<file path="config.mk">
export PLATFORM = sky130hd
export DESIGN_NAME = ppmfb_queue
export DESIGN_NICKNAME = d
export VERILOG_FILES = /design/src/sv/ppmfb_queue.sv
export SDC_FILE = /design/constraint.sdc
export NUM_CORES = 1
export LEC_CHECK = 0
export BUFFER_PORTS_ARGS = -buffer_cell sky130_fd_sc_hd__buf_2
export CAP_MARGIN = 20
export CELL_PAD_IN_SITES_DETAIL_PLACEMENT = 1
export CELL_PAD_IN_SITES_GLOBAL_PLACEMENT = 1
export CORE_AREA = 2 2 64 66
export DETAILED_ROUTE_END_ITERATION = 8
export DIE_AREA = 0 0 66 68
export PLACE_DENSITY = 0.78
export SYNTH_ARGS = -nofsm -noshare
export SYNTH_HDL_FRONTEND = slang
export SYNTH_SLANG_ARGS = --single-unit
</file>
<file path="constraint.sdc">
create_clock -name clk_i -period 1.2 [get_ports clk_i]
set_input_delay 0.18 -clock clk_i [delete_from_list [all_inputs] [get_ports clk_i]]
set_output_delay 0.18 -clock clk_i [all_outputs]
set_load 0.02 [all_outputs]
</file>
<file path="src/sv/ppmfb_queue.sv">
// ----------------------------------------------------------------------------
// ppmfb_queue
// Small command queue between the front end and the back end.
// ----------------------------------------------------------------------------
module ppmfb_queue #(
  parameter int DataW = 8,
  parameter int Depth = 4
) (
  input  logic             clk_i,
  input  logic             rst_ni,
  input  logic             push_i,
  input  logic [DataW-1:0] data_i,
  input  logic             pop_i,
  output logic [DataW-1:0] data_o,
  output logic             empty_o,
  output logic             full_o
);

  localparam int PtrW = (Depth > 1) ? $clog2(Depth) : 1;
  localparam int CntW = $clog2(Depth + 1);

  logic [DataW-1:0] entries_q [Depth];
  logic [PtrW-1:0]  wr_ptr_q, wr_ptr_d;
  logic [PtrW-1:0]  rd_ptr_q, rd_ptr_d;
  logic [CntW-1:0]  count_q, count_d;

  assign empty_o = (count_q == '0);
  assign full_o  = (count_q == CntW'(Depth));
  assign data_o  = entries_q[rd_ptr_q];

  always_comb begin
    wr_ptr_d = wr_ptr_q;
    rd_ptr_d = rd_ptr_q;
    count_d  = count_q;
    if (push_i) begin
      wr_ptr_d = (wr_ptr_q == PtrW'(Depth - 1)) ? '0 : wr_ptr_q + PtrW'(1);
    end
    if (pop_i) begin
      rd_ptr_d = (rd_ptr_q == PtrW'(Depth - 1)) ? '0 : rd_ptr_q + PtrW'(1);
    end
    if (push_i && !pop_i) begin
      count_d = count_q + CntW'(1);
    end else if (pop_i && !push_i) begin
      count_d = count_q - CntW'(1);
    end
  end

  always_ff @(posedge clk_i or negedge rst_ni) begin
    if (!rst_ni) begin
      wr_ptr_q <= '0;
      rd_ptr_q <= '0;
      count_q  <= '0;
    end else begin
      wr_ptr_q <= wr_ptr_d;
      rd_ptr_q <= rd_ptr_d;
      count_q  <= count_d;
    end
  end

  always_ff @(posedge clk_i) begin
    if (push_i) begin
      entries_q[wr_ptr_q] <= data_i;
    end
  end

endmodule

</file>
; ---- Yosys cells after proc, flatten, opt, wreduce, memory -nomap -nowiden
; Memories as Yosys holds them, arrays and structs flattened.
; Index checks and enable logic that the tools add are counted.
[classes]
add_sub_neg = 4
eq_ne = 3
n_mux = 6
n_reduce_logical = 6
[ops]
columns = operator, count
row1 = two-way mux 3 bit, 2
row2 = "adder 2 x 1 -> 2 bit, second input constant", 2
row3 = "== test 2 bit, second input constant", 2
row4 = two-way mux 2 bit, 2
row5 = "adder 3 x 1 -> 3 bit, second input constant", 1
row6 = "== test 3 bit, second input constant", 1
row7 = logical NOT 3 bit, 1
row8 = "subtractor 3 x 1 -> 3 bit, second input constant", 1
row9 = logical AND 1 bit, 2
row10 = logical NOT 1 bit, 2
row11 = two-way mux 1 bit, 2
row12 = nonzero test 2 bit, 1
[word_totals]
ram_bits = 32
word_cells = 23
regBits = 7
mem_count = 1
inputBits = 12
out_inout_bits = 10
[mem_list]
columns = memory, depth, word_bits, read_ports, rd_ports_with_merged_regs, wr, line
row1 = entries_q, 4, 8, 1, 0, 1, 22  ; logic [DataW-1:0] entries_q [Depth];

; ---- Depth between registers and ports, before layout
; Gate-level depths: netlist of run 1.
[logic_depth]
depth_word = 4
depth_mapped = 7
mapped_depth_nobuf = 7

; ---- Least setup slack after synthesis of run 1
; No wires, ideal clock.
[synth_path]
path_kind = register to register
startpoint = reg count_q[0]
endpoint = reg count_q[2]
stages_incl_launch_ff = 5
period_less_slack_ns = 1.295
setup_ns = 0.079
path_slack_ns = -0.095
required_ns = 1.121
arrival_ns = 1.216
path_cell_list = dfrtp_1 -> fa_1 -> xor2_1 -> nor2_1 -> xor2_1
[synth_via]
elab_chain_len = 3
word_cells_on_any_way = 4
cone_classes = add/sub: 2 / mux: 2
[synth_rtl]
columns = element, line
row1 = from (decl), 25  ; logic [CntW-1:0] count_q, count_d;
row2 = from (signal assigned), 56  ; count_q <= count_d;
row3 = subtractor 3 x 1 -> 3 bit, 44  ; count_d = count_q - CntW'(1);
row4 = two-way mux 3 bit, 43  ; end else if (pop_i && !push_i) begin
row5 = two-way mux 3 bit *, 41  ; if (push_i && !pop_i) begin
; Every way passes the cells marked *; elsewhere a longest branch is shown, timed or not. The select of a mux whose other input is x is not followed.
; A chain may end at the register's enable or synchronous reset.

; ---- Final worst setup path of run 1
[layout_path]
startpoint = reg rd_ptr_q[0]
endpoint = out data_o[2]
[layout_via]
elab_chain_len = 1
[layout_rtl]
columns = element, line
row1 = from (decl), 24  ; logic [PtrW-1:0] rd_ptr_q, rd_ptr_d;
row2 = from (signal assigned), 55  ; rd_ptr_q <= rd_ptr_d;
row3 = memory (4 x 8 bit), n/a
row4 = to (decl), 14  ; output logic [DataW-1:0] data_o,
; Every way passes these cells.

==> results, run 1 <==
- The flow ran to the end, but the final reports show violations.
- The checks that failed: negative setup slack.
- The total wire length after detailed routing is around 2.8 mm.
- Timing analysis after detailed placement gives a worst setup slack of -0.236 ns.
- For this run, the total global-route usage over all layers was measured as 14.2%.
- The worst pin sits at a relative slew slack of 83.9%.
- Wire segments on met2 add up to about 1.6 mm in the final route.
- The floorplan die area is 4490 sq um.
- The slew at the pin closest to its max-slew limit is between 0.2 and 0.25 ns.
- Max-cap violations in this run came to 0.
- The library cells used most frequently in the layout, excluding fill and tap cells, are sky130_fd_sc_hd__edfxtp_1 (32), sky130_fd_sc_hd__buf_2 (11), sky130_fd_sc_hd__buf_4 (11).
- The number of hold-slack violations in the final timing report is 0.
- The worst hold path class is in2reg.
- The analysis attributes to net switching a power of 1.58 mW.
- Between clock sinks in the finished design, the worst skew comes to 0.00286 ns.
- The number of nets in the synthesized netlist is 98.
- Cells with a size suffix above 1 make up ~60% of the layout.
- The later pin in the worst-skew pair is clocked with a latency of between 0.2 and 0.3 ns.
- The fraction of synthesized cell area in xor and xnor cells is under 10%.
- The clock network accounts for 19.7% of the total power.
- The final RePlAce weighted congestion is a little under 0.7.
- The via count of the first global-routing pass is just over 900.
- After detailed routing, no signal wire sits above met4.
- The main combinational cell family by area after synthesis is multiplexers.
- The effective utilization at floorplan is 40.7%.
- The count of port buffers added during placement is 21.
- The DRC violation count after routing is 0.
- The internal power of the cells totals 3.60 mW.
- Setup repair after global routing could not meet its margin everywhere.
- The routed via count is between 800 and 900.
- The highest achievable clock rate is roughly 0.60 GHz.
- The CTS tree is done.
- The proportion of power drawn by combinational gates is between 40% and 50%.
- The largest net degree at the start of global routing is 13.
- Net switching is 30.5% of the power.
- The initial antenna violation count is 0.
- The number of detailed-routing iterations run before antenna repair is 2.
- Once routing completed, OpenROAD measured the worst setup slack at -0.471 ns.
- In the final routed layout, each cell accounts on average for approximately 17 um.
- The final max-slew violation count is 0.
- The first global-routing pass estimated about 4.5 mm of wire.
- The detailed router put a total of 1.03 mm of wire on met1.
- The floorplan has 23 rows.
- 22 I/O pins were placed.
- The number of synthesis warnings is 0.
- The chip width is 66 um.
- The post-synthesis simple-gate area fraction is under 10%.
- The final-layout setup total negative slack is -4.20 ns.
- The part of the total power dissipated in sequential elements is 38.8%.
- The total area inside the core boundary comes to slightly below 4000 sq um.
- In this run, synthesis produced a sequential element count of 39.
- The portion of the post-synthesis area used by sequential elements is 72.4%.
- Of all nets on the critical path, the largest fanout is 8.
- The number of different library cells in the post-synthesis netlist is 18.
- For this design the static power due to leakage is 0.784 nW.
- The worst path uses 139% of the clock period.
- The total number of clock tree sinks is 39.
- The mux share of post-synthesis cell area is 13.6%.
- The final-layout worst hold slack is 0.110 ns.
- In this design, the stage delay of the slowest critical-path cell is approximately 0.52 ns.
- The HPWL after detailed placement is slightly below 2 mm.
- Setup violations remaining at the end of the flow were counted as 14.
- The average instance in the mapped netlist occupies 19.9 sq um.
- The most common library cell in the layout ignoring fill and taps is sky130_fd_sc_hd__edfxtp_1.
- The remaining number of nets flagged by the antenna check after routing is 0.
- The filler cells instantiated in the layout total between 300 and 400.
- The fraction of the mapped netlist area in compound gates is 0.637%.
- The sort of element at the end of the critical path is a primary output.
- Summed over all nets, wire length on met3 after detailed routing comes to slightly above 100 um.
- Dividing the detail-routed via count by the number of cells gives 4.75.
- The critical path goes through buf_12 -> mux4_2 -> buf_6.
- No sink is reached through more buffers than the 2 on the longest clock path.
- Data on the critical path arrives at its endpoint at 1.49 ns.
- The clock-pin slew reported for the worst setup and hold paths after clock tree synthesis is 0.07 ns.
- For the worst setup path, the data required time is 1.02 ns.
- The worst setup path is launched from a flop.
- The minimum clock period is 1.67 ns.
- The worst setup path is of the reg2out kind.
- From synthesis to final layout, the design area changed by 33.7%.
- The clock tree root driver cell is sky130_fd_sc_hd__clkbuf_8.
- Summing the areas of all fa, ha and maj instances in the mapped netlist gives 6.06% of the synthesized area.
- The worst IR drop on VDD is 1.20 mV.
- The cell area that synthesis handed to floorplanning was 1570 sq um.
- The slowest stage of the critical path belongs to the cell sky130_fd_sc_hd__mux4_2.
- The vertical die dimension is 68 um.
- The net count of the finished layout is approximately 140.
- The post-synthesis instance total is 79.
- 0 antenna diodes ended up in the layout.
- The sum of internal, switching and leakage power is 5.18 mW.
- The DRC marker count from the first detailed-route iteration is 13.
- The H-tree was split into 2 levels.
- In this run the power density over the cells is 2470 nW/um^2.
- The number of clock buffers added by TritonCTS is 5.
- The total congestion overflow after global routing is 0.
==> kinds of logic (layout without fill, tap and decap cells) <==
logic type      count (synthesis)  in the layout
buf+inv                         7             47
mux                            11             11
fa+ha+maj                       7              7
xor+xnor                        3              3
simple gates                   10             10
flops                          39             39
compound gates                  2              2
==> area by class of cell <==
class,instances,area [sq um],area share [%]
clock inverters,3,38.8,1.85
well taps,50,62.6,2.98
flip-flops and latches,39,1140,54.2
repair buffers,34,280,13.3
clock buffers,5,68.8,3.28
multi-input cells,33,487,23.2
inverters,5,23.8,1.13
==> metal layers <==
| layer | vias up | GRT usage [%] |
|---|---|---|
| li1 | 378 | - |
| met1 | 397 | 15.0 |
| met2 | 20 | 27.5 |
| met3 | 7 | 3.13 |
| met4 | 0 | 5.36 |
| met5 | - | 0 |
==> power by group through the flow <==
stage / Combinational [mW] / Sequential (mW) / Clock [mW]
after detailed placement: 1.62 / 2.01 / 0
final: 2.15 / 2.01 / 1.02
after floorplan: 1.12 / 1.92 / 0
after CTS: 1.98 / 2.00 / 1.04
after global routing: 2.31 / 2.04 / 1.10
after global placement: 1.55 / 1.98 / 0
==> synthesized netlist by cell type (all sizes together) <==
master / instances / area, sq um
and2: 4 / 25.0
buf: 2 / 16.3
dfrtp: 7 / 175
edfxtp: 32 / 961
fa: 1 / 20.0
ha: 6 / 75.1
inv: 5 / 18.8
mux2: 3 / 33.8
mux4: 8 / 180
nand2: 1 / 3.75
nand3: 1 / 5.00
nor2: 2 / 7.51
nor3: 1 / 5.00
nor3b: 1 / 7.51
o21ai: 2 / 10.0
xnor2: 1 / 8.76
xor2: 2 / 17.5
==> state kept, by name, summed over array words and instances, names as in the netlist <==
signal / cells
entries_q: 32
rd_ptr_q: 2
count_q: 3
wr_ptr_q: 2
==> worst max-delay path: cells and delay by family (launching register included) <==
kind / cells / cell delay, ns
buffers and inverters: 2 / 0.30
muxes: 1 / 0.52
DFF: 1 / 0.39
==> what timing repair did <==
item / 4_1_cts / 5_1_grt
hold endpoints to repair: 7 / 0
endpoints found under the setup margin: 46 / 46
pin swaps: 2 / 4
setup buffers: 1 / 4
resized for setup: 29 / 13
hold buffers: 1 / 0
==> through the flow <==
stage	instance area, sq um	std cells	util [%]
after floorplan	1590	79	-
after global placement	1830	156	47.5
after detailed placement	1830	156	47.5
after CTS	2040	166	52.8
after global routing	2100	169	54.4
final	2100	169	54.4
==> path summary, 6_finish.rpt <==
path                             start               to  slack (ns)  cells past startpoint
max                        rd_ptr_q[0]        data_o[2]       -0.47                      3
min                          data_i[2]  entries_q[1][2]        0.11                      1
max reg2reg                rd_ptr_q[0]      rd_ptr_q[1]       -0.13                      4
min reg2reg                 count_q[2]       count_q[2]        0.51                      1
max in group asynchronous       rst_ni      rd_ptr_q[1]        0.77                      2
min in group asynchronous       rst_ni      wr_ptr_q[0]        0.25                      2
(Power assumes the default switching activity.)
==> inputs of run 2 (changes only) <==
- BUFFER_PORTS_ARGS: -buffer_cell sky130_fd_sc_hd__buf_2 -> default
- CORE_AREA: 2 2 64 66 -> 2 2 61 63
- DIE_AREA: 0 0 66 68 -> 0 0 63 65
- DONT_BUFFER_PORTS: default -> 1
- PLACE_DENSITY: 0.78 -> 0.77
==> results, run 2 (synthesis results as in run 1) <==
- The flow ran to the end, but the final reports show violations.
- The checks that failed: negative setup slack.
- The worst hold path class is in2reg.
- The final max-slew violation count came to 0 (unchanged).
- The floorplan die area came to 4100 sq um (-8.8%).
- The total wire length after detailed routing is 2.76 mm (-0.93%).
- The largest driver fanout on the critical path is 5 (-3).
- Setup repair after global routing could not meet its margin everywhere.
- The minimum clock period is 1.68 ns (+0.00538 ns).
- The total cell area at the placement stage is 1730 sq um (-5.7%).
- The chip width came to 63 um (-4.5%).
- The antenna diode instance count is 0 (unchanged).
- The number of flip-flops under the largest register name is 32 (unchanged).
- The total congestion overflow after global routing is 0 (unchanged).
- The number of hold-slack violations in the final timing report is 0 (unchanged).
- The first-pass GRT wire length is 4.53 mm (+1.2%).
- The worst endpoint data arrival time is 1.50 ns (about the same).
- STA classifies the critical path startpoint as a flop.
- The max-slew headroom at the worst pin is 75.1% (-8.9 points).
- The DRC violation count after routing is 0 (unchanged).
- The buffer depth of the longest clock path is 2 (unchanged).
- The slew at the pin closest to its max-slew limit was 0.373 ns (+0.132 ns).
- The number of core rows is 22 (-4.3%).
- The initial antenna violation count came to 0 (unchanged).
- The areal power density over the cells is 2300 nW/um^2 (-6.7%).
- The area inside the core boundary is 3500 sq um (-9.3%).
- The remaining number of nets flagged by the antenna check after routing was 0 (unchanged).
- The setup skew after layout came to 0.00987 ns (+0.00701 ns).
- The boundary pin count came to 22 (unchanged).
- The detail-routed net length per standard cell was 17.3 um (+4.6%).
- The final core utilization is 58.0% (+3.5 points).
- The number of buffers inserted during clock tree synthesis is 5 (unchanged).
- The area growth from synthesis to layout is 29.1%.
- The count of port buffers added during placement is 0 (-100%).
- The via count of the first global-routing pass is 877 (-4.9%).
- The most flop-heavy register is entries_q.
- The worst IR drop on VDD is 0.828 mV (-31%).
- The total global routing track utilization was 15.6% (+1.4 points).
- The final RePlAce weighted congestion is 0.748 (+8.5%).
- The total number of clock tree sinks is 39 (unchanged).
- The final worst-path setup slack is -0.476 ns (-0.00538 ns).
- The final non-filler cell total is 160 (-5.3%).
- The sum of internal, switching and leakage power is 4.66 mW (-9.9%).
- The number of detailed-routing iterations run before antenna repair is 4 (+2).
- The worst path required time came to 1.02 ns (about the same).
- The highest achievable clock rate is 0.596 GHz (-0.32%).
- The maximum level of the CTS H-tree came to 2 (unchanged).
- The largest net degree at the start of global routing is 14 (+1).
- The routed via count is 798 (-0.50%).
- The worst register-to-register path begins at count_q[0].
- The post-detailed-placement half-perimeter wirelength is 1.80 mm (-6.8%).
- The endpoint identified for the worst register-to-register timing path is count_q[2].
- The effective utilization at floorplan is 44.9% (+4.2 points).
- Leaving out fill and tap cells, the most frequent cell in the layout is sky130_fd_sc_hd__edfxtp_1.
- The final setup violation count is 21 (+7).
- The end point of the most critical hold path is count_q[0].
- The cell area after layout is 2030 sq um (-3.5%).
- The clock latency at the later pin of the worst-skew pair came to 0.34 ns (+0.06 ns).
- The clock tree root driver cell is sky130_fd_sc_hd__clkbuf_4.
- The worst setup path is captured at a primary output.
- The register-to-register path setup slack came to -0.18 ns (-0.05 ns).
- The placed instance count is 135 (-13%).
- The CTS tree is done.
- The length in cells of the worst reg-to-reg path is 5 (+1).
- The leakage power figure came to 0.732 nW (-6.7%).
- The worst setup timing slack at the placement stage came to -0.0780 ns (+0.158 ns).
- The clock-pin slew reported for the worst setup and hold paths after clock tree synthesis is 0.12 ns (+0.05 ns).
- The vertical die dimension is 65 um (-4.4%).
- The final critical-path share of the clock period was 140% (+0.45 points).
- The number of cells on the worst hold path is 2 (+1).
- The layout net count is 130 (-5.1%).
- The DRC marker count from the first detailed-route iteration is 35 (+22).
- The count of max-cap constraint violations is 0 (unchanged).
- In this run the most critical hold path is launched from push_i.
- The worst setup path is of the reg2out kind.
- In the layout the commonest cells are sky130_fd_sc_hd__edfxtp_1 (32), sky130_fd_sc_hd__dlygate4sd3_1 (11), sky130_fd_sc_hd__buf_4 (10).
- The largest registers in the layout are entries_q: 32 flops, count_q: 3 flops.
- The post-detailed-route via-to-cell ratio was 4.99 (+5.1%).
- The fraction of layout instances using a drive strength above 1 is 44.6% (-15 points).
[run 2: power by group]
part	internal, mW	total, mW	switching [mW]	leakage, nW
Combinational	0.954	1.85	0.895	0.313
Sequential	1.78	1.94	0.161	0.376
Clock	0.439	0.874	0.434	0.0432
Total	3.17	4.66	1.49	0.732
[run 2: metrics by stage]
| stage | hold slack (ns) | setup TNS, ns |
|---|---|---|
| final | 0.0711 | -4.67 |
| after global routing | 0.0386 | -6.05 |
| after detailed placement | -0.115 | -2.53 |
| after CTS | 0.0479 | -4.59 |
| after global placement | -0.115 | -1.11 |
| after floorplan | -0.116 | -0.485 |
[run 2: area by class of cell]
cell class	instances	area, sq um
clock inverters	3	42.5
multi-input cells	33	475
inverters	5	21.3
well taps	48	60.1
flip-flops and latches	39	1140
clock buffers	5	37.5
repair buffers	27	253
fillers	335	1470
[run 2: metal layers]
layer  track usage (%)  wire [um]  up-vias
met5                 0          0        -
met4              7.50         31        0
met3              5.38        112        2
met2              25.7       1520       17
met1              18.5       1100      413
li1                  -          -      366
[run 2: worst max path at each step]
stage | start | to | slack (ns) | depth (start not counted)
after floorplan | rd_ptr_q[0] | data_o[0] | -0.06 | 2
after global placement | rd_ptr_q[0] | data_o[1] | -0.05 | 2
after detailed placement | wr_ptr_q[0] | entries_q[0][5] | -0.08 | 3
after CTS | rd_ptr_q[0] | data_o[1] | -0.48 | 2
after global routing | rd_ptr_q[0] | data_o[3] | -0.54 | 2
final | rd_ptr_q[0] | data_o[1] | -0.48 | 2
[run 2: critical path, cell delays in order (launching register included)]
cell and delay [ns]:
sky130_fd_sc_hd__dfrtp_1 0.42, sky130_fd_sc_hd__buf_6 0.15, sky130_fd_sc_hd__mux4_2 0.58
[run 2: timing repair]
action,CTS,global route
buffers inserted,3,4
pin swaps,6,7
hold buffers,11,0
resized for setup,11,10
endpoints found under the hold margin,43,0
endpoints found under the setup margin,45,45
