`src/sv/ppmfb_pkg.sv`:
```
// ----------------------------------------------------------------------------
// ppmfb_pkg
// Shared types and constants of the serpentine palette framebuffer.
// ----------------------------------------------------------------------------
package ppmfb_pkg;

  localparam int MATRIX_COLUMNS  = 32;
  localparam int MATRIX_ROWS     = 8;
  localparam int PALETTE_ENTRIES = 16;
  localparam int QUEUE_DEPTH     = 4;

  localparam int ROW_W      = 3;
  localparam int COL_CALC_W = 7;
  localparam int CFG_IDX_W  = 2;
  localparam int CFG_DATA_W = 8;
  localparam int COLOR_W    = 8;
  localparam int SLOT_W     = 4;

  localparam logic [7:0] BRIGHTNESS_RESET = 8'd10;

  typedef enum logic [1:0] {
    ACT_LOAD  = 2'd0,
    ACT_DRAW  = 2'd1,
    ACT_CLEAR = 2'd2,
    ACT_READ  = 2'd3
  } action_e;

  typedef enum logic [1:0] {
    CFG_BRIGHTNESS = 2'd0,
    CFG_CURSOR     = 2'd1,
    CFG_ROW_SHIFT  = 2'd2
  } cfg_reg_e;

  typedef struct packed {
    action_e               op;
    logic [SLOT_W-1:0]     slot;
    logic [3*COLOR_W-1:0]  rgb;
    logic [SLOT_W-1:0]     nib_a;
    logic [SLOT_W-1:0]     nib_b;
    logic                  ok_a;
    logic                  ok_b;
  } cmd_t;

endpackage

```
`src/sv/ppmfb_front.sv`:
```
// ----------------------------------------------------------------------------
// ppmfb_front
// Accepts commands, holds the configuration registers and turns each
// command into a queue entry with its store addresses worked out.
// ----------------------------------------------------------------------------
module ppmfb_front #(
  parameter int MatrixColumns = ppmfb_pkg::MATRIX_COLUMNS,
  parameter int AddrW         = $clog2(MatrixColumns) + 3
) (
  input  logic                             clk_i,
  input  logic                             rst_ni,
  input  logic                             start_i,
  input  logic                             busy_i,
  input  logic [1:0]                       action_i,
  input  logic [ppmfb_pkg::SLOT_W-1:0]     palette_slot_i,
  input  logic [ppmfb_pkg::COLOR_W-1:0]    red_in_i,
  input  logic [ppmfb_pkg::COLOR_W-1:0]    green_in_i,
  input  logic [ppmfb_pkg::COLOR_W-1:0]    blue_in_i,
  input  logic [7:0]                       pixel_byte_i,
  input  logic [4:0]                       byte_position_i,
  input  logic [7:0]                       pixel_number_i,
  input  logic                             cfg_valid_i,
  output logic                             cfg_ready_o,
  input  logic [ppmfb_pkg::CFG_IDX_W-1:0]  cfg_index_i,
  input  logic [ppmfb_pkg::CFG_DATA_W-1:0] cfg_data_i,
  output logic                             push_o,
  output ppmfb_pkg::cmd_t                  cmd_o,
  output logic [AddrW-1:0]                 addr_a_o,
  output logic [AddrW-1:0]                 addr_b_o,
  output logic [7:0]                       brightness_o
);

  import ppmfb_pkg::*;

  localparam int ColAw     = AddrW - ROW_W;
  localparam int StoreSize = MatrixColumns * MATRIX_ROWS;
  localparam int NumW      = ((AddrW > 8) ? AddrW : 8) + 1;

  logic [7:0] brightness_q;
  logic [4:0] cursor_q;
  logic [3:0] row_shift_q;

  logic                  accept;
  action_e               op;
  logic [4:0]            row_sum;
  logic                  row_ok;
  logic [ROW_W-1:0]      row;
  logic [COL_CALC_W-1:0] col_a, col_b;
  logic                  ok_a, ok_b;
  logic [NumW-1:0]       num_ext;
  logic                  num_ok;

  function automatic logic [AddrW-1:0] serp_addr(input logic [COL_CALC_W-1:0] col,
                                                 input logic [ROW_W-1:0] r);
    serp_addr = {col[ColAw-1:0], (col[0] ? ~r : r)};
  endfunction

  assign cfg_ready_o  = 1'b1;
  assign brightness_o = brightness_q;

  always_ff @(posedge clk_i or negedge rst_ni) begin
    if (!rst_ni) begin
      brightness_q <= BRIGHTNESS_RESET;
      cursor_q     <= '0;
      row_shift_q  <= '0;
    end else if (cfg_valid_i) begin
      unique case (cfg_reg_e'(cfg_index_i))
        CFG_BRIGHTNESS: brightness_q <= cfg_data_i;
        CFG_CURSOR:     cursor_q     <= cfg_data_i[4:0];
        CFG_ROW_SHIFT:  row_shift_q  <= cfg_data_i[3:0];
        default: ;
      endcase
    end
  end

  assign accept  = start_i && !busy_i;
  assign op      = action_e'(action_i);

  // shifted image row, kept only when it lands on the matrix
  assign row_sum = {2'b00, byte_position_i[4:2]} + {row_shift_q[3], row_shift_q};
  assign row_ok  = (row_sum[4:3] == 2'b00);
  assign row     = row_sum[ROW_W-1:0];

  assign col_a = COL_CALC_W'(cursor_q) + COL_CALC_W'({byte_position_i[1:0], 1'b0});
  assign col_b = col_a + COL_CALC_W'(1);
  assign ok_a  = row_ok && (col_a < COL_CALC_W'(MatrixColumns));
  assign ok_b  = row_ok && (col_b < COL_CALC_W'(MatrixColumns));

  assign num_ext = NumW'(pixel_number_i);
  assign num_ok  = (num_ext < NumW'(StoreSize));

  always_comb begin
    cmd_o.op    = op;
    cmd_o.slot  = palette_slot_i;
    cmd_o.rgb   = {red_in_i, green_in_i, blue_in_i};
    cmd_o.nib_a = pixel_byte_i[7:4];
    cmd_o.nib_b = pixel_byte_i[3:0];
    cmd_o.ok_a  = ok_a;
    cmd_o.ok_b  = ok_b;
    addr_a_o    = serp_addr(col_a, row);
    addr_b_o    = serp_addr(col_b, row);
    push_o      = accept;
    unique case (op)
      ACT_DRAW: begin
        push_o = accept && (ok_a || ok_b);
      end
      ACT_READ: begin
        cmd_o.ok_a = num_ok;
        addr_a_o   = num_ext[AddrW-1:0];
      end
      default: ;
    endcase
  end

endmodule

```
`config.mk`:
```
export PLATFORM = sky130hd
export DESIGN_NAME = ppmfb_front
export DESIGN_NICKNAME = d
export VERILOG_FILES = /design/src/sv/ppmfb_pkg.sv /design/src/sv/ppmfb_front.sv
export SDC_FILE = /design/constraint.sdc
export NUM_CORES = 1
export LEC_CHECK = 0
export ABC_AREA = 1
export CAP_MARGIN = 20
export CORE_MARGIN = 2
export CORE_UTILIZATION = 55
export DETAILED_ROUTE_END_ITERATION = 8
export DONT_BUFFER_PORTS = 1
export HOLD_SLACK_MARGIN = 0.08
export PLACE_DENSITY = 0.7
export SLEW_MARGIN = 15
export SYNTH_ARGS = -nofsm -noshare
export SYNTH_HDL_FRONTEND = slang
export SYNTH_SLANG_ARGS = --single-unit
```
`constraint.sdc`:
```
create_clock -name clk_i -period 5.3 [get_ports clk_i]
set_clock_uncertainty 0.05 [all_clocks]
set_input_delay 1.59 -clock clk_i [delete_from_list [all_inputs] [get_ports clk_i]]
set_output_delay 1.59 -clock clk_i [all_outputs]
set_load 0.005 [all_outputs]
```
Yosys cells after proc, flatten, opt, wreduce, memory -nomap -nowiden
Index checks and enable logic that the tools add are counted.
Storage, ports and cells
  flip-flop bits (word level): 17
  input port bits: 66
  output and inout port bits: 66
Cells by class
  add/sub/neg operators: 3
  $lt $le $gt $ge: 3
  equality and inequality tests: 4
  mux-type cells: 5
  bitwise logic cells: 1
  reductions and logical operators: 11
Operator list (number)
  $lt A8 B9 Y1 const B: 1
  $mux W8: 1
  $add A6 B1 Y7 const B: 1
  $lt A7 B6 Y1 const B: 1
  $add A5 B3 Y6: 1
  $lt A6 B6 Y1 const B: 1
  $mux W3: 2
  $reduce_and A2 Y1: 3
  $add A4 B4 Y5: 1
  $eq A2 B1 Y1 const B: 2
  $eq A2 B2 Y1 const B: 2
  $logic_and A1 B1 Y1: 4
  $logic_not A2 Y1: 2
  $not A3 Y3: 1
  $mux W1: 2
  $logic_not A1 Y1: 1
  $logic_or A1 B1 Y1: 1

Longest topological paths before layout
Gate-level depths: netlist of the first run.
  depth after elaboration: 7
  depth in mapped cells: 9
  depth with buffers taken out: 8

Least setup slack after synthesis of the first run
OpenSTA, ideal clock, no wires.
  path type: input to output
  start: input port byte_position_i[0]
  end: output port cmd_o[0] in the netlist's numbering
  arrival time: 2.921 ns
  data required time: 3.660 ns
  slack: 0.739 ns
  cell stages on the path: 7
  path buffers: 1
  path through: ha_1 -> fa_1 -> nand3_1 -> or2_0 -> nor2_1 -> nor2_1 -> buf_4
Between the ends
  longest elaborated chain between the ends: 4
RTL lines
  start: declaration: line ppmfb_front.sv:20  | input logic [4:0] byte_position_i,
  $add A5 B3 Y6: line ppmfb_front.sv:84  | assign col_a = COL_CALC_W'(cursor_q) + COL_CALC_W'({byte_position_i[1:0], 1'b0});
  $add A6 B1 Y7: line ppmfb_front.sv:85  | assign col_b = col_a + COL_CALC_W'(1);
  $lt A7 B6 Y1: line ppmfb_front.sv:87  | assign ok_b = row_ok && (col_b < COL_CALC_W'(MatrixColumns));
  $logic_and A1 B1 Y1: line ppmfb_front.sv:87
  end: declaration: line ppmfb_front.sv:27  | output ppmfb_pkg::cmd_t cmd_o,
No other way between the ends.

==> results.json, run 1 <==
{
  "total_of_warnings_raised_by_yosys": 0,
  "fp-row-count": 18,
  "clkTransAtPathRegs_ps": 90,
  "worst_path_max_delay_cell": "sky130_fd_sc_hd__fa_1",
  "globalRouteTotalUtil": 0.170,
  "outcome": "completed",
  "ctsHtreeMaxLevel": 1,
  "cp_cell_sequence": "ha_1 > fa_1 > nand3_1 > or2_0 > nor2_1 > nor2_1",
  "antenna_cells_inserted": 0,
  "share_seq_of_total_power": 0.493,
  "max_fclk_mhz": 220,
  "grt_pass1_wl_um": 3610,
  "drive_above_1_share": 0.0896,
  "drt_wl_total_um": 2500,
  "cpMostUsedCell": "sky130_fd_sc_hd__nor2_1",
  "startpoint_type_of_the_worst_setup_path": "input pin",
  "detailed_place_hpwl_um": 2130,
  "final_hold_vios": 0,
  "cp_max_fo": 4,
  "synth_mux_area_frac": 0.0247,
  "number_of_buffers_between_clock_root_and_the_deepest_sink": 2,
  "synth-seq-area-share": 0.313,
  "syn_inst": 173,
  "antenna_found_initial": 0,
  "cp_data_required_time_ps": 3660,
  "detailedRoute.firstPassIterationCount": 5,
  "clock_power_share": 0.186,
  "post_cts_setup_driven_buffer_insertion_count": 0,
  "io_port_bufs": 0,
  "via_per_inst": 5.62,
  "setup-tns-final_ps": 0,
  "power_density_nw_per_um2": 317,
  "synthesis_stage_register_bit_count": 17,
  "initialDrtViolationCount": 22,
  "worstSkewPairLatency_ps": 280,
  "total_leakage_power_nw": 0.546,
  "crit_family": "adder cells",
  "post_synth_num_cell_types": 22,
  "cts-root-buf": "sky130_fd_sc_hd__clkbuf_4",
  "max-vdd-ir-drop_v": 0.000199,
  "cpPeakStageDelay_ps": 560,
  "worst_setup_path_end_kind": "output port",
  "synthToLayoutAreaGrowth_pct": -18.6,
  "synth-compound-area-share": 0.0806,
  "finalSetupViolCount": 0,
  "min-delay-path-class": "reg -> reg",
  "intPower_mw": 0.228,
  "drt_antenna_net_count": 0,
  "tritoncts.num_buffers": 3,
  "drc_errors": 0,
  "power.switching_mw": 0.124,
  "fp.dieW_um": 53.8,
  "p_comb_frac": 0.321,
  "layout_min_cycle_time_ps": 4550,
  "grt_max_degree": 18,
  "nFillCells": 253,
  "crit_type": "in -> out",
  "post_synth_xor_area_fraction": 0.0449,
  "final.period_utilization": 0.858,
  "final-max-slew-violation-count": 0,
  "cts_tree": "yes",
  "die_area_um2": 2900,
  "nNetsFinal": 209,
  "power.switching_fraction": 0.353,
  "gp_routability_congestion": 0.736,
  "floorplan.core_area_um2": 2410,
  "synth_top_family_by_area": "buffers and inverters",
  "yosys.area_share.simple": 0.181,
  "gr-total-overflow": 0,
  "cts_sinks": 17,
  "first_global_vias": 912,
  "cts_resized": 0,
  "max_cap_violations": 0,
  "via_count": 921,
  "synth.net_count": 247,
  "buf_inv_stages_crit_path": 0,
  "start_util": 0.567,
  "grt_setup_unrepaired": "no",
  "mapped_area_um2": 1370,
  "cp_data_arrival_time_ps": 2910,
  "boundary_pins": 132,
  "routed_wire_length_per_instance_um": 15.3,
  "number_of_buffers_added_to_fix_hold_violations_after_cts": 0,
  "floorplan_die_height_um": 53.8,
  "synth_adder_area_share": 0.0842,
  "report.power.total_mw": 0.352,
  "syn_avg_cell_area_um2": 7.90
}
-- final cells by class --
type / instances / area (um^2) / share of cell area
tap: 30 / 37.5 / 0.0337
inverter: 13 / 48.8 / 0.0439
clock buffer: 4 / 26.3 / 0.0236
sequential: 17 / 428 / 0.385
multi-input combinational: 100 / 572 / 0.514
-- cells in the mapped netlist --
cell / count / area share
sky130_fd_sc_hd__a21oi_1: 2 / 0.0073
sky130_fd_sc_hd__inv_1: 12 / 0.033
sky130_fd_sc_hd__ha_1: 6 / 0.055
sky130_fd_sc_hd__xor2_1: 4 / 0.026
sky130_fd_sc_hd__fa_1: 2 / 0.029
sky130_fd_sc_hd__o21ai_0: 19 / 0.070
sky130_fd_sc_hd__dfstp_2: 2 / 0.038
sky130_fd_sc_hd__nand3_1: 8 / 0.029
sky130_fd_sc_hd__buf_2: 2 / 0.0073
sky130_fd_sc_hd__conb_1: 1 / 0.0027
sky130_fd_sc_hd__xnor2_1: 3 / 0.019
sky130_fd_sc_hd__or2_0: 1 / 0.0046
sky130_fd_sc_hd__nor2_1: 5 / 0.014
sky130_fd_sc_hd__buf_4: 41 / 0.23
sky130_fd_sc_hd__nand2_2: 3 / 0.014
sky130_fd_sc_hd__o21ai_1: 1 / 0.0037
sky130_fd_sc_hd__nand2_1: 40 / 0.11
sky130_fd_sc_hd__nand3b_1: 1 / 0.0055
sky130_fd_sc_hd__mux2_2: 3 / 0.025
sky130_fd_sc_hd__nand4_1: 1 / 0.0046
sky130_fd_sc_hd__inv_2: 1 / 0.0027
sky130_fd_sc_hd__dfrtp_1: 15 / 0.27
-- worst min-delay path, cell delays in order, from the launching register on --
cell                      delay, ps
sky130_fd_sc_hd__dfrtp_1        370
sky130_fd_sc_hd__nand2_1         50
sky130_fd_sc_hd__o21ai_0         60
-- final timing paths --
kind | start | endpoint | slack (ps) | depth (start not counted)
setup / recovery | byte_position_i[0] | cmd_o[0] | 750 | 6
hold / removal | row_shift_q[0]$_DFFE_PN0P_ | row_shift_q[0]$_DFFE_PN0P_ | 460 | 2
setup reg to reg | brightness_o[5]$_DFFE_PN0P_ | brightness_o[5]$_DFFE_PN0P_ | 4470 | 1
hold reg to reg | row_shift_q[0]$_DFFE_PN0P_ | row_shift_q[0]$_DFFE_PN0P_ | 460 | 2
max in group asynchronous | rst_ni | brightness_o[3]$_DFFE_PN1P_ | 4090 | 0
min in group asynchronous | rst_ni | brightness_o[2]$_DFFE_PN0P_ | 940 | 0
-- sequential cells by signal, summed over array words and instances, names as in the netlist --
register      flops
brightness_o      8
row_shift_q       4
cursor_q          5
-- power groups by stage --
stage | Sequential (mW) | Clock [mW] | Combinational, mW
2_1_floorplan | 0.169 | 0 | 0.127
3_3_place_gp | 0.176 | 0 | 0.110
3_5_place_dp | 0.176 | 0 | 0.114
4_1_cts | 0.174 | 0.0683 | 0.114
5_1_grt | 0.177 | 0.0729 | 0.133
6_report | 0.174 | 0.0655 | 0.113
-- cells by family (layout without fill, tap and decap cells) --
family                     after synthesis  after routing
buffers and inverters                   56             17
xor gates and xnor gates                 7              7
and+or+nand+nor                         59             59
DFF                                     17             17
AOI/OAI and AO/OA                       22             22
adders and majority gates                8              8
other                                    1              1
muxes                                    3              3
-- per-layer routing --
| layer | up-vias | GRT usage | share of wire |
|---|---|---|---|
| li1 | 428 | - | - |
| met1 | 410 | 0.165 | 0.36 |
| met2 | 81 | 0.313 | 0.47 |
| met3 | 2 | 0.0750 | 0.16 |
| met4 | 0 | 0.0641 | 0.0052 |
| met5 | - | 0 | 0 |
-- stage by stage --
stage | utilization | std cells | cell area, um^2 | worst slack [ps] | hold WS (ps)
final | 0.462 | 164 | 1110 | 751 | 456
after CTS | 0.462 | 164 | 1110 | 762 | 456
after floorplan | - | 173 | 1370 | 739 | 407
after global placement | 0.451 | 160 | 1090 | 819 | 430
after global routing | 0.462 | 164 | 1110 | 650 | 479
after detailed placement | 0.451 | 160 | 1090 | 768 | 434
-- cell usage in the layout, fill, tap and decap left out, drive strengths merged --
master and n:
dfrtp 15, or2 1, conb 1, fa 2
a21oi 2, dfstp 2, nand4 1, nand3b 1
inv 13, o21ai 20, nand2 43, clkbuf 4
mux2 3, nor2 5, nand3 8, ha 6
xnor2 3, xor2 4
(Power assumes the default switching activity.)
==> run 2, diff against run 1 <==
- CORE_ASPECT_RATIO: unset -> 0.7
==> run 2 against run 1 <==
Largest cell class unchanged. Combinational power is essentially flat. Via count shrank 3.1%. Sequential power is essentially flat. Cell count grew 2.4%. Clock power grew 4.4%. First-iteration DRC count grew 55%. Sequential cell count is the same. Power grew 1.4%. Sequential share of layout area shrank 0.17 points. Wire length grew 1.3%. Highest routed layer unchanged. Die area grew 0.22%.
==> results.json, run 2 (same netlist as run 1, synthesis figures left out) <==
{
  "power_density_nw_per_um2": 320,
  "placement.cell_area_um2": 1090,
  "drc_errors": 0,
  "grt_pass1_wl_um": 3860,
  "drive_above_1_share": 0.0896,
  "cts_tree": "yes",
  "cp_max_fo": 4,
  "drt_antenna_net_count": 0,
  "final_core_utilization": 0.465,
  "globalRouteTotalUtil": 0.172,
  "antenna_cells_inserted": 0,
  "drt_wl_total_um": 2540,
  "layoutNonFillerInstCount": 168,
  "floorplan_die_height_um": 45.7,
  "number_of_buffers_between_clock_root_and_the_deepest_sink": 2,
  "final-max-slew-violation-count": 0,
  "cts-root-buf": "sky130_fd_sc_hd__clkbuf_4",
  "via_per_inst": 5.31,
  "number_of_buffers_added_to_fix_hold_violations_after_cts": 0,
  "final_hold_vios": 0,
  "timing.hold.ws_ps": 457,
  "final.period_utilization": 0.859,
  "cp_cell_sequence": "ha_1 > fa_1 > nand3_1 > or2_0 > nor2_1 > nor2_1",
  "detailedRoute.firstPassIterationCount": 4,
  "cpMostUsedCell": "sky130_fd_sc_hd__nor2_1",
  "initialDrtViolationCount": 34,
  "outcome": "completed",
  "busiest_layer": "met2",
  "grt_max_degree": 18,
  "grt_use_met2": 0.295,
  "report.power.total_mw": 0.357,
  "crit_type": "in -> out",
  "finalSetupViolCount": 0,
  "synthToLayoutAreaGrowth_pct": -18.2,
  "max_fclk_mhz": 220,
  "boundary_pins": 132,
  "start_util": 0.569,
  "fp.dieW_um": 63.6,
  "via_count": 892,
  "total_leakage_power_nw": 0.546,
  "layout.cells.most_common_list": "sky130_fd_sc_hd__nand2_1 (40), sky130_fd_sc_hd__o21ai_0 (19), sky130_fd_sc_hd__dfrtp_1 (15), sky130_fd_sc_hd__inv_1 (12), sky130_fd_sc_hd__nand3_1 (8)",
  "detailedPlace.worstSlack_ps": 749,
  "cts_sinks": 17,
  "clkTransAtPathRegs_ps": 100,
  "floorplan.core_area_um2": 2400,
  "gr-total-overflow": 0,
  "groute.layer.met1.usage": 0.181,
  "max-vdd-ir-drop_v": 0.000154,
  "min-delay-path-class": "reg -> reg",
  "cp_data_required_time_ps": 3660,
  "setup-tns-final_ps": 0,
  "worst_path_max_delay_cell": "sky130_fd_sc_hd__fa_1",
  "layout.cell_area.non_filler_um2": 1120,
  "layout_min_cycle_time_ps": 4550,
  "cts_resized": 0,
  "gp_routability_congestion": 0.710,
  "cp_data_arrival_time_ps": 2910,
  "max_cap_violations": 0,
  "io_port_bufs": 0,
  "met3_usage": 0.101,
  "layout.cells.most_common": "sky130_fd_sc_hd__nand2_1",
  "cpPeakStageDelay_ps": 580,
  "fp-row-count": 15,
  "buf_inv_stages_crit_path": 0,
  "max_ffs_per_register": 8,
  "worst_setup_path_end_kind": "output port",
  "startpoint_type_of_the_worst_setup_path": "input pin",
  "die_area_um2": 2910,
  "routed_wire_length_per_instance_um": 15.1,
  "crit_family": "adder cells",
  "dp.cells": 164,
  "first_global_vias": 869,
  "nNetsFinal": 209,
  "ctsHtreeMaxLevel": 1,
  "worstSkewPairLatency_ps": 280,
  "postLayoutSetupSlackWorst_ps": 745,
  "tritoncts.num_buffers": 3,
  "post_cts_setup_driven_buffer_insertion_count": 0,
  "antenna_found_initial": 0,
  "grt_setup_unrepaired": "no",
  "detailed_place_hpwl_um": 2120
}
## run 2: power by group
group / leakage (nW) / total [mW] / internal, mW / switching (mW)
Clock: 0.0150 / 0.0684 / 0.0293 / 0.0392
Sequential: 0.206 / 0.174 / 0.153 / 0.0209
Combinational: 0.325 / 0.115 / 0.0459 / 0.0689
Total: 0.546 / 0.357 / 0.228 / 0.129
## run 2: worst paths after layout
kind                                             start  cells past startpoint                           to  slack [ps]
setup / recovery                    byte_position_i[0]                      6                     cmd_o[0]         750
hold / removal             brightness_o[3]$_DFFE_PN1P_                      2  brightness_o[3]$_DFFE_PN1P_         460
setup reg to reg               cursor_q[0]$_DFFE_PN0P_                      2      cursor_q[0]$_DFFE_PN0P_        4460
hold reg to reg            brightness_o[3]$_DFFE_PN1P_                      2  brightness_o[3]$_DFFE_PN1P_         460
max in group asynchronous                       rst_ni                      0  brightness_o[1]$_DFFE_PN1P_        4090
min in group asynchronous                       rst_ni                      0  brightness_o[4]$_DFFE_PN0P_         930
## run 2: metal layers
layer	wire length [um]	vias up
met3	297	6
met4	24	0
li1	-	428
met1	958	406
met5	0	-
met2	1260	52
## run 2: cell type report
| class | count | area (um^2) |
|---|---|---|
| Clock buffer | 4 | 26.3 |
| Tap cell | 34 | 42.5 |
| Sequential cell | 17 | 428 |
| Multi-Input combinational cell | 100 | 572 |
| Fill cell | 257 | 1280 |
| Inverter | 13 | 48.8 |
## run 2: worst min-delay path: stages (launching register included)
cell	delay (ps)
sky130_fd_sc_hd__dfstp_2	390
sky130_fd_sc_hd__nand2_1	50
sky130_fd_sc_hd__o21ai_0	70
==> run 3, diff against run 2 <==
- ABC_AREA: 1 -> unset
==> run 3 against run 2 <==
Sequential cell count unchanged. Fmax shrank 0.94%. Worst hold slack better by 27 ps. Largest cell class unchanged. Largest power group unchanged. Highest routed layer unchanged.
==> results.json, run 3 <==
{
  "cts_tree": "yes",
  "nFillCells": 242,
  "startpoint_type_of_the_worst_setup_path": "input pin",
  "postSynth.asyncResetShare": 1.00,
  "number_of_enable_type_register_cells_in_the_synthesized_netlist": 0,
  "number_of_buffers_added_to_fix_hold_violations_after_cts": 0,
  "rr_startpoint": "cursor_q[0]$_DFFE_PN0P_",
  "post_synth_num_cell_types": 29,
  "tritoncts.num_buffers": 3,
  "layout.cells.most_common": "sky130_fd_sc_hd__mux2_2",
  "grt_max_degree": 18,
  "total_area_of_multi_input_combinational_cells_um2": 651,
  "setup-tns-final_ps": 0,
  "max-vdd-ir-drop_v": 0.000146,
  "drive_above_1_share": 0.323,
  "antenna_found_initial": 0,
  "detailedRoute.firstPassIterationCount": 4,
  "worst_hold_path_endpoint": "row_shift_q[0]$_DFFE_PN0P_",
  "syn_inst": 134,
  "layout_min_cycle_time_ps": 4600,
  "synth.cells.most_frequent": "sky130_fd_sc_hd__buf_4 (41), sky130_fd_sc_hd__mux2_2 (20), sky130_fd_sc_hd__dfrtp_1 (15)",
  "worstSkewPairLatency_ps": 280,
  "nNetsFinal": 171,
  "synth.net_count": 208,
  "worst-r2r-cell-count": 1,
  "start_util": 0.576,
  "cp_cell_sequence": "ha_1 > fa_1 > nand3_1 > nor2_1 > a2111oi_2",
  "fp.dieW_um": 64.4,
  "crit_type": "in -> out",
  "first_global_vias": 829,
  "max_fclk_mhz": 217,
  "drc_errors": 0,
  "sequential_cell_area_um2": 428,
  "critical_r2r_capture": "cursor_q[0]$_DFFE_PN0P_",
  "synth-seq-area-share": 0.304,
  "syn_avg_cell_area_um2": 10.5,
  "grt_pass1_wl_um": 3930,
  "gr-total-overflow": 0,
  "post_cts_setup_driven_buffer_insertion_count": 0,
  "floorplan_die_height_um": 46.3,
  "ff2ff_setup_slack_ps": 4330,
  "mapped_area_um2": 1410,
  "post_synth_top_area_share": 0.267,
  "drt_wl_total_um": 2590,
  "detailed_place_hpwl_um": 2230,
  "worst_path_max_delay_cell": "sky130_fd_sc_hd__fa_1",
  "cpPeakStageDelay_ps": 510,
  "cp_data_required_time_ps": 3660,
  "synth_largest_area_cell": "sky130_fd_sc_hd__dfrtp_1",
  "report.power.total_mw": 0.396,
  "power_density_nw_per_um2": 340,
  "min-delay-path-class": "reg -> reg",
  "final_hold_vios": 0,
  "min_from": "row_shift_q[0]$_DFFE_PN0P_",
  "via_per_inst": 6.10,
  "drt_antenna_net_count": 0,
  "post-synth-top-count-cell": "sky130_fd_sc_hd__buf_4",
  "globalRouteTotalUtil": 0.175,
  "synthToLayoutAreaGrowth_pct": -17.3,
  "routed_wire_length_per_instance_um": 19.9,
  "grt_setup_unrepaired": "no",
  "floorplan.core_area_um2": 2440,
  "worstHoldPathCells": 1,
  "synth_area_leaders": "sky130_fd_sc_hd__dfrtp_1 (27%), sky130_fd_sc_hd__buf_4 (22%), sky130_fd_sc_hd__mux2_2 (16%), sky130_fd_sc_hd__ha_1 (5.3%), sky130_fd_sc_hd__dfstp_2 (3.7%)",
  "layout.cells.most_common_list": "sky130_fd_sc_hd__mux2_2 (20), sky130_fd_sc_hd__dfrtp_1 (15), sky130_fd_sc_hd__xnor2_1 (6), sky130_fd_sc_hd__ha_1 (6)",
  "cp_data_arrival_time_ps": 2960,
  "worst_setup_path_end_kind": "output port",
  "fp-row-count": 15,
  "initialDrtViolationCount": 12,
  "clkTransAtPathRegs_ps": 90,
  "critical_path.startpoint": "byte_position_i[0]",
  "boundary_pins": 132,
  "max_cap_violations": 0,
  "max_ffs_per_register": 8,
  "gp_routability_congestion": 0.668,
  "cts_sinks": 17,
  "cp_max_fo": 4,
  "number_of_buffers_between_clock_root_and_the_deepest_sink": 2,
  "antenna_cells_inserted": 0,
  "finalSetupViolCount": 0,
  "final.period_utilization": 0.868,
  "synthesis_stage_register_bit_count": 17,
  "via_count": 793,
  "ctsHtreeMaxLevel": 1,
  "io_port_bufs": 0,
  "synthFlopType": "sky130_fd_sc_hd__dfrtp_1",
  "die_area_um2": 2980,
  "total_leakage_power_nw": 0.490,
  "cts_resized": 0,
  "total_of_warnings_raised_by_yosys": 0,
  "cts-root-buf": "sky130_fd_sc_hd__clkbuf_4",
  "outcome": "completed",
  "final-max-slew-violation-count": 0
}
-- run 3: cell types whose count changed in the layout (fill, tap and decap cells not counted), moves of 2 or more --
cell,change
sky130_fd_sc_hd__inv_1,-8
sky130_fd_sc_hd__nand2b_1,+2
sky130_fd_sc_hd__a21oi_1,+2
sky130_fd_sc_hd__a21o_1,+2
sky130_fd_sc_hd__xnor2_1,+3
sky130_fd_sc_hd__o21ai_0,-17
sky130_fd_sc_hd__nand2_2,-3
sky130_fd_sc_hd__mux2_2,+17
sky130_fd_sc_hd__nand2_1,-39
sky130_fd_sc_hd__nand3_1,-3
-- run 3: kinds of logic (layout without fill, tap and decap cells) --
family                   Yosys count  after routing  synth area share
flip-flops                        17             17             0.304
other                              1              1           0.00267
XOR/XNOR                           9              9            0.0561
AND/OR/NAND/NOR                   18             18            0.0756
adder cells (fa/ha/maj)            8              8            0.0819
AO/OA/AOI/OAI                     15             15            0.0863
buffers and inverters             46              8             0.233
multiplexers                      20             20             0.160
-- run 3: critical path, delay by kind of cell --
family / cells / cell delay [ps]
AOI/OAI and AO/OA: 1 / 420
and+or+nand+nor: 2 / 220
adders and majority gates: 2 / 730
-- run 3: worst max path at each step --
stage | slack [ps] | to
global placement | 740 | cmd_o[0]
detailed placement | 700 | cmd_o[0]
global route | 570 | cmd_o[0]
floorplan | 680 | cmd_o[0]
finish | 700 | cmd_o[0]
CTS | 690 | cmd_o[0]
-- run 3: layer usage --
metal / GRT usage / part of all wire / vias up
li1: - / - / 343
met1: 0.181 / 0.33 / 381
met2: 0.298 / 0.49 / 51
met3: 0.0831 / 0.14 / 18
met4: 0.111 / 0.032 / 0
met5: 0 / 0 / -
-- run 3: where the power goes --
part | leakage, nW | internal, mW | switching [mW]
clock | 0.0177 | 0.0280 | 0.0380
sequential | 0.198 | 0.156 | 0.0237
combinational | 0.274 | 0.0750 | 0.0748
total | 0.490 | 0.260 | 0.137
-- run 3: layout make-up --
cell class,count,area share
Multi-Input combinational cell,71,0.559
Sequential cell,17,0.368
Tap cell,34,0.0366
Clock buffer,3,0.0194
Inverter,4,0.0129
Clock inverter,1,0.00430
-- run 3: per-stage QoR --
step           utilization  cells  setup WS, ps  instance area (um^2)  hold WS, ps
6_report             0.477    130           702                  1160          485
3_5_place_dp         0.466    126           697                  1140          470
2_1_floorplan            -    134           683                  1410          434
5_1_grt              0.477    130           567                  1160          520
4_1_cts              0.477    130           692                  1160          492
3_3_place_gp         0.466    126           743                  1140          448
